`src/rtl/core/lead_lag_compensator_core_assert.svh`:
```
// assertion macros for the lead-lag compensator core
`ifndef LEAD_LAG_COMPENSATOR_CORE_ASSERT_SVH
`define LEAD_LAG_COMPENSATOR_CORE_ASSERT_SVH

// same-cycle implication, checked outside reset
`define LLC_ASSERT_IMP(lbl, ck, rn, ante, cons) \
  lbl: assert property (@(posedge ck) disable iff (!(rn)) (ante) |-> (cons)) \
    else $error("lead_lag_compensator_core: check failed");

// next-cycle implication, checked outside reset
`define LLC_ASSERT_NXT(lbl, ck, rn, ante, cons) \
  lbl: assert property (@(posedge ck) disable iff (!(rn)) (ante) |=> (cons)) \
    else $error("lead_lag_compensator_core: check failed");

`endif

```
`src/rtl/core/llc_pkg.sv`:
```
// types, constants and fixed-point helpers for the lead-lag compensator
`default_nettype none
package llc_pkg;

  localparam int SAMPLE_WIDTH = 32;
  localparam int COEF_WIDTH   = 32;
  localparam int COEF_FRAC    = COEF_WIDTH - 8;
  localparam int PROD_WIDTH   = SAMPLE_WIDTH + COEF_WIDTH;
  localparam int RND_WIDTH    = PROD_WIDTH + 1;
  localparam int QUO_WIDTH    = RND_WIDTH - COEF_FRAC;
  localparam int CFG_IDX_WIDTH = 3;
  localparam int CFG_DATA_WIDTH = (SAMPLE_WIDTH > COEF_WIDTH) ? SAMPLE_WIDTH : COEF_WIDTH;

  typedef logic signed [SAMPLE_WIDTH-1:0] sample_t;
  typedef logic signed [COEF_WIDTH-1:0]   coef_t;
  typedef logic signed [PROD_WIDTH-1:0]   prod_t;

  localparam logic [CFG_IDX_WIDTH-1:0] REG_LEAD_POLE = CFG_IDX_WIDTH'(0);
  localparam logic [CFG_IDX_WIDTH-1:0] REG_LEAD_B0   = CFG_IDX_WIDTH'(1);
  localparam logic [CFG_IDX_WIDTH-1:0] REG_LEAD_B1   = CFG_IDX_WIDTH'(2);
  localparam logic [CFG_IDX_WIDTH-1:0] REG_LAG_POLE  = CFG_IDX_WIDTH'(3);
  localparam logic [CFG_IDX_WIDTH-1:0] REG_LAG_B0    = CFG_IDX_WIDTH'(4);
  localparam logic [CFG_IDX_WIDTH-1:0] REG_LAG_B1    = CFG_IDX_WIDTH'(5);
  localparam logic [CFG_IDX_WIDTH-1:0] REG_LOWER     = CFG_IDX_WIDTH'(6);
  localparam logic [CFG_IDX_WIDTH-1:0] REG_UPPER     = CFG_IDX_WIDTH'(7);

  localparam coef_t   COEF_ONE   = coef_t'(1) <<< COEF_FRAC;
  localparam sample_t SAMPLE_MAX = {1'b0, {(SAMPLE_WIDTH-1){1'b1}}};
  localparam sample_t SAMPLE_MIN = {1'b1, {(SAMPLE_WIDTH-1){1'b0}}};
  localparam logic [RND_WIDTH-1:0] RND_HALF = RND_WIDTH'(1) << (COEF_FRAC - 1);

  typedef enum logic [2:0] {
    ST_IDLE,
    ST_P0,
    ST_P1,
    ST_P2,
    ST_P3,
    ST_P4,
    ST_P5,
    ST_P6
  } state_t;

  // scale product down, round half away from zero, saturate
  function automatic sample_t round_prod(input prod_t p);
    logic [RND_WIDTH-1:0] biased;
    logic [QUO_WIDTH-1:0] q;
    sample_t res;
    biased = {p[PROD_WIDTH-1], p} + (p[PROD_WIDTH-1] ? (RND_HALF - RND_WIDTH'(1)) : RND_HALF);
    q = biased[RND_WIDTH-1:COEF_FRAC];
    if (q[QUO_WIDTH-1:SAMPLE_WIDTH-1] == {(QUO_WIDTH-SAMPLE_WIDTH+1){q[QUO_WIDTH-1]}}) begin
      res = q[SAMPLE_WIDTH-1:0];
    end else begin
      res = q[QUO_WIDTH-1] ? SAMPLE_MIN : SAMPLE_MAX;
    end
    return res;
  endfunction

  // saturating sum or difference
  function automatic sample_t sat_add(input sample_t a, input sample_t b, input logic sub);
    logic [SAMPLE_WIDTH:0] s;
    sample_t res;
    if (sub) begin
      s = {a[SAMPLE_WIDTH-1], a} - {b[SAMPLE_WIDTH-1], b};
    end else begin
      s = {a[SAMPLE_WIDTH-1], a} + {b[SAMPLE_WIDTH-1], b};
    end
    if (s[SAMPLE_WIDTH] == s[SAMPLE_WIDTH-1]) begin
      res = s[SAMPLE_WIDTH-1:0];
    end else begin
      res = s[SAMPLE_WIDTH] ? SAMPLE_MIN : SAMPLE_MAX;
    end
    return res;
  endfunction

endpackage
`default_nettype wire

```
`src/rtl/core/lead_lag_compensator_core.sv`:
```
// lead-lag compensator: two first-order sections on one shared multiplier, then clamp
// steps from input beat to output beat: accept, six multiplies, clamp
// no new sample is taken until the last has passed the clamp; all products share the single 32x32 multiplier
// input is taken only in idle; a finished result may wait while the next sample runs
// the last step stalls if the previous result has not been taken
// reset (rst_n low, synchronous) clears both delays and loads bypass coefficients
`default_nettype none
`include "lead_lag_compensator_core_assert.svh"
module lead_lag_compensator_core
  import llc_pkg::*;
(
  input  wire logic                      clk,
  input  wire logic                      rst_n,
  input  wire logic                      in_tvalid,
  output logic                           in_tready,
  input  wire logic [SAMPLE_WIDTH-1:0]   in_tdata,   // sample
  output logic                           out_tvalid,
  input  wire logic                      out_tready,
  output logic [SAMPLE_WIDTH-1:0]        out_tdata,  // drive
  input  wire logic                      cfg_we,
  input  wire logic [CFG_IDX_WIDTH-1:0]  cfg_index,
  input  wire logic [CFG_DATA_WIDTH-1:0] cfg_wdata
);

  state_t  state_r, state_nxt;
  coef_t   lead_a_r, lead_b0_r, lead_b1_r, lag_a_r, lag_b0_r, lag_b1_r;
  sample_t lower_r, upper_r;
  sample_t lead_d_r, lag_d_r;
  sample_t x_r, y1_r, y2_r, t_r;
  prod_t   prod_r;
  sample_t out_data_r, out_data_nxt;
  logic    out_valid_r;
  coef_t   mul_a;
  sample_t mul_b;
  sample_t rp;
  logic    advance;

  // configuration registers
  always_ff @(posedge clk) begin
    if (!rst_n) begin
      lead_a_r  <= '0;
      lead_b0_r <= COEF_ONE;
      lead_b1_r <= '0;
      lag_a_r   <= '0;
      lag_b0_r  <= COEF_ONE;
      lag_b1_r  <= '0;
      lower_r   <= SAMPLE_MIN;
      upper_r   <= SAMPLE_MAX;
    end else if (cfg_we) begin
      unique case (cfg_index)
        REG_LEAD_POLE: lead_a_r  <= cfg_wdata[COEF_WIDTH-1:0];
        REG_LEAD_B0:   lead_b0_r <= cfg_wdata[COEF_WIDTH-1:0];
        REG_LEAD_B1:   lead_b1_r <= cfg_wdata[COEF_WIDTH-1:0];
        REG_LAG_POLE:  lag_a_r   <= cfg_wdata[COEF_WIDTH-1:0];
        REG_LAG_B0:    lag_b0_r  <= cfg_wdata[COEF_WIDTH-1:0];
        REG_LAG_B1:    lag_b1_r  <= cfg_wdata[COEF_WIDTH-1:0];
        REG_LOWER:     lower_r   <= cfg_wdata[SAMPLE_WIDTH-1:0];
        REG_UPPER:     upper_r   <= cfg_wdata[SAMPLE_WIDTH-1:0];
        default:       lower_r   <= lower_r;
      endcase
    end
  end

  assign advance = !out_valid_r || out_tready;

  // next state
  always_comb begin
    state_nxt = state_r;
    unique case (state_r)
      ST_IDLE: if (in_tvalid) state_nxt = ST_P0;
      ST_P0:   state_nxt = ST_P1;
      ST_P1:   state_nxt = ST_P2;
      ST_P2:   state_nxt = ST_P3;
      ST_P3:   state_nxt = ST_P4;
      ST_P4:   state_nxt = ST_P5;
      ST_P5:   state_nxt = ST_P6;
      ST_P6:   if (advance) state_nxt = ST_IDLE;
      default: state_nxt = ST_IDLE;
    endcase
  end

  // multiplier operand select
  always_comb begin
    mul_a = lead_b0_r;
    mul_b = x_r;
    unique case (state_r)
      ST_P0:   begin mul_a = lead_b0_r; mul_b = x_r;  end
      ST_P1:   begin mul_a = lead_b1_r; mul_b = x_r;  end
      ST_P2:   begin mul_a = lead_a_r;  mul_b = y1_r; end
      ST_P3:   begin mul_a = lag_b0_r;  mul_b = y1_r; end
      ST_P4:   begin mul_a = lag_b1_r;  mul_b = y1_r; end
      ST_P5:   begin mul_a = lag_a_r;   mul_b = y2_r; end
      ST_P6:   begin mul_a = lag_a_r;   mul_b = y2_r; end
      default: begin mul_a = lead_b0_r; mul_b = x_r;  end
    endcase
  end

  assign in_tready = (state_r == ST_IDLE);
  assign rp = round_prod(prod_r);

  // clamp, lower limit first
  always_comb begin
    if (y2_r < lower_r) begin
      out_data_nxt = lower_r;
    end else if (y2_r > upper_r) begin
      out_data_nxt = upper_r;
    end else begin
      out_data_nxt = y2_r;
    end
  end

  always_ff @(posedge clk) begin
    if (!rst_n) begin
      state_r     <= ST_IDLE;
      lead_d_r    <= '0;
      lag_d_r     <= '0;
      out_valid_r <= 1'b0;
    end else begin
      state_r <= state_nxt;
      if (state_r == ST_P6 && advance) begin
        out_valid_r <= 1'b1;
      end else if (out_valid_r && out_tready) begin
        out_valid_r <= 1'b0;
      end
      unique case (state_r)
        ST_P3: lead_d_r <= sat_add(t_r, rp, 1'b1);
        ST_P6: begin
          if (advance) begin
            lag_d_r <= sat_add(t_r, rp, 1'b1);
          end
        end
        default: lead_d_r <= lead_d_r;
      endcase
    end
  end

  // datapath
  always_ff @(posedge clk) begin
    prod_r <= mul_a * mul_b;
    if (state_r == ST_IDLE && in_tvalid) x_r <= in_tdata;
    unique case (state_r)
      ST_P1:   y1_r <= sat_add(rp, lead_d_r, 1'b0);
      ST_P2:   t_r  <= rp;
      ST_P4:   y2_r <= sat_add(rp, lag_d_r, 1'b0);
      ST_P5:   t_r  <= rp;
      ST_P6:   if (advance) out_data_r <= out_data_nxt;
      default: t_r  <= t_r;
    endcase
  end

  assign out_tvalid = out_valid_r;
  assign out_tdata  = out_data_r;

  `LLC_ASSERT_NXT(a_accept_starts, clk, rst_n, in_tvalid && in_tready, state_r == ST_P0)
  `LLC_ASSERT_IMP(a_result_from_last, clk, rst_n, $rose(out_tvalid), $past(state_r == ST_P6))
  `LLC_ASSERT_NXT(a_stall_holds, clk, rst_n, state_r == ST_P6 && out_tvalid && !out_tready, state_r == ST_P6)
  `LLC_ASSERT_NXT(a_busy_no_accept, clk, rst_n, state_r == ST_P0, !in_tready)

endmodule
`default_nettype wire
```
`config.mk`:
```
export PLATFORM = sky130hd
export DESIGN_NAME = lead_lag_compensator_core
export DESIGN_NICKNAME = d
export VERILOG_FILES = /design/src/rtl/core/llc_pkg.sv /design/src/rtl/core/lead_lag_compensator_core.sv
export VERILOG_INCLUDE_DIRS = /design/src /design/src/rtl/core
export SDC_FILE = /design/constraint.sdc
export NUM_CORES = 2
export LEC_CHECK = 0
export BUFFER_PORTS_ARGS = -buffer_cell sky130_fd_sc_hd__buf_2
export CORE_MARGIN = 2
export CORE_UTILIZATION = 45
export CTS_CLUSTER_SIZE = 25
export DETAILED_ROUTE_END_ITERATION = 10
export PLACE_DENSITY = 0.6
export SYNTH_ARGS = -nofsm -noshare
export SYNTH_HDL_FRONTEND = slang
export SYNTH_SLANG_ARGS = --single-unit
export TNS_END_PERCENT = 10
```
`constraint.sdc`:
```
create_clock -name clk -period 16.01 [get_ports clk]
set_input_delay 0 -clock clk [delete_from_list [all_inputs] [get_ports clk]]
set_output_delay 0 -clock clk [all_outputs]
set_load 0.05 [all_outputs]
```
==> metrics.txt <==
Post-Syn Area per Cell 8.96 µm²; hold_buf cts 73; antenna violations before repair 12; met3 Usage GRT 4.72%; top cells by area, synth fa_1, dfxtp_1, edfxtp_1; Max Cap Viol 0; Die Span Y 382 µm; CTS Buffer Depth 3; met1 Use GR 38.9%; CTS tree done; Syn-to-layout area delta 8.20%; detailed placement HPWL 159 mm; fin nets 8639; largest net degree at the start of global routing 129; post-synthesis sequential area ratio 19.6%; max reg flops 64; crit start category register; dpl ws 4620 ps; post-route setup slack 4340 ps; DR DRC count 0; Worst setup EP type register; Setup-failing EPs final 0; antenna cell count 0; area leader, netlist fa_1; vias in the first global route 51786; number of synthesized flops with an enable pin 160; Achievable Freq 85.7 MHz; first drt pass iteration count 5; FP Rows 138; Top-Level Pins 106; starting density of the core 45.3%; Largest stage delay, worst path 960 ps; status complete, no violations; Final Hold Vio Count 0; top_reg_cell synth dfxtp_1; max-slew violation count 0; CP Data Arrival Time 12260 ps; register bit total from synthesis 548; Unique masters post-synth 89; CTS buffer count 59; remaining antenna violation count 0; clock slew at reported path FFs 60 ps; YS warnings 0; GR Layer Usage met2 46.8%; fin crit share 72.9%; RSZ-0062 raised after global routing false; Slowest cell on crit path a21oi_2; CP Data Required Time 16600 ps; IO buf count 105; crit path time final 11670 ps; CP max FO 77; Netlist Area Pre-Place 0.0641 mm²; # clock sinks 548; Top Usage Layer GRT met2; Crit Path Category reg -> reg; relative slew slack 13.8%; H-tree levels 2; clock skew 24.3 ps; post-CTS repair timing setup buffer count 0; die span in x 382 µm; Syn Nets 8681; Synth top area share 33.9%; routed vias/inst 5.55; post-layout util 49.0%; Final Wtd Congestion 0.929; global-route wire length before repair 320 mm; GRT Util Overall 28.8%; drt initial violations 4333; Post-Synthesis Cells 7158; Worst-Margin Slew 1290 ps; GRT overflow 0; total die area 0.146 mm²; WL/cell 22.8 µm; DRT Wirelength 206 mm; core area 0.142 mm²; routed vias 50271; Top reg by flops prod_r; CTS Root Cell clkbuf_16; CP most frequent cell fa_1; Skew-Pair Late Insertion Delay 660 ps; # resized after CTS 0; setup TNS 0 ps; Async SR Flop Fraction 0%; layout cells sized above 1 5.68%; Hold WC Path Type in -> reg
critical path: cells and delay by family, from the launching register on:
kind	cells	cell delay [ps]
buffers and inverters	4	1060
AND/OR/NAND/NOR	6	1520
flip-flops	1	540
AO/OA/AOI/OAI	9	4020
adder cells (fa/ha/maj)	9	4400
per-layer routing:
| metal | share of wire [%] | vias up |
|---|---|---|
| li1 | - | 22518 |
| met1 | 41 | 25446 |
| met2 | 47 | 1884 |
| met3 | 7.5 | 411 |
| met4 | 4.2 | 12 |
| met5 | 0.045 | - |
Yosys cell counts, types with 9 or more instances:
| library cell | number |
|---|---|
| a21boi_0 | 230 |
| inv_1 | 1074 |
| nand2b_1 | 82 |
| clkbuf_2 | 35 |
| o21bai_1 | 23 |
| dfxtp_1 | 388 |
| clkbuf_1 | 324 |
| buf_2 | 18 |
| a21oi_1 | 266 |
| and2_1 | 25 |
| xnor2_1 | 122 |
| nand4_1 | 28 |
| nand2_1 | 1185 |
| and4_1 | 10 |
| edfxtp_1 | 160 |
| a211o_1 | 9 |
| o22ai_1 | 18 |
| nor3_1 | 25 |
| fa_1 | 1085 |
| o21ai_0 | 190 |
| a22o_1 | 16 |
| a221o_1 | 30 |
| ha_1 | 366 |
| mux2i_1 | 74 |
| nor2b_1 | 38 |
| o211ai_1 | 48 |
| buf_1 | 16 |
| a31oi_1 | 25 |
| o21a_1 | 64 |
| a221oi_1 | 35 |
| a211oi_1 | 37 |
| and3_1 | 45 |
| a21o_1 | 115 |
| nand3_1 | 50 |
| xor2_1 | 52 |
| nor2_1 | 703 |
| or2_2 | 9 |
| or3_1 | 15 |
| a21oi_2 | 10 |
per-stage QoR:
stage | instances | hold slack [ps] | cell area [µm²]
6_report | 9056 | 65.9 | 69400
5_1_grt | 9056 | 77.4 | 69400
4_1_cts | 9056 | 21.5 | 69400
3_5_place_dp | 8872 | 181 | 66700
3_3_place_gp | 8872 | 181 | 66700
2_1_floorplan | 7158 | 98.9 | 64100
final cells by class:
type / count / area (µm²)
clock buffer: 84 / 1680
inverter: 1075 / 4040
sequential: 548 / 12600
tap: 1890 / 2360
fill: 13435 / 72200
clock inverter: 27 / 248
multi-input combinational: 5138 / 46400
timing repair buffer: 294 / 2130
cell families after synthesis:
family          Yosys count  synth area share (%)
buf+inv                1472                  8.76
mux                      78                  1.23
compound gates         1184                  12.4
fa+ha+maj              1458                  41.1
xor+xnor                175                  2.40
flops                   548                  19.6
simple gates           2243                  14.5
path summary, 6_finish.rpt:
| check | startpoint | endpoint | slack (ps) | cells after the start |
|---|---|---|---|---|
| max | state_r[1]$_SDFFE_PN0P_ | prod_r[62]$_DFF_P_ | 4340 | 28 |
| min | cfg_index[0] | lag_b1_r[11]$_SDFFE_PN0P_ | 70 | 5 |
| max reg2reg | state_r[1]$_SDFFE_PN0P_ | prod_r[62]$_DFF_P_ | 4340 | 28 |
| min reg2reg | lower_r[19]$_SDFFE_PN0P_ | lower_r[19]$_SDFFE_PN0P_ | 460 | 2 |
cells in the final DEF (no fill, tap or decap), types with 116 or more instances in the layout:
cell type	count
a21boi_0	230
a21oi_1	251
buf_4	116
dfxtp_1	385
edfxtp_1	160
fa_1	1085
ha_1	366
inv_1	1074
nand2_1	1182
nor2_1	696
o21ai_0	190
xnor2_1	122
Power is not shown: default switching activity piles up to over one toggle a cycle in this logic, so the estimate is an artifact.
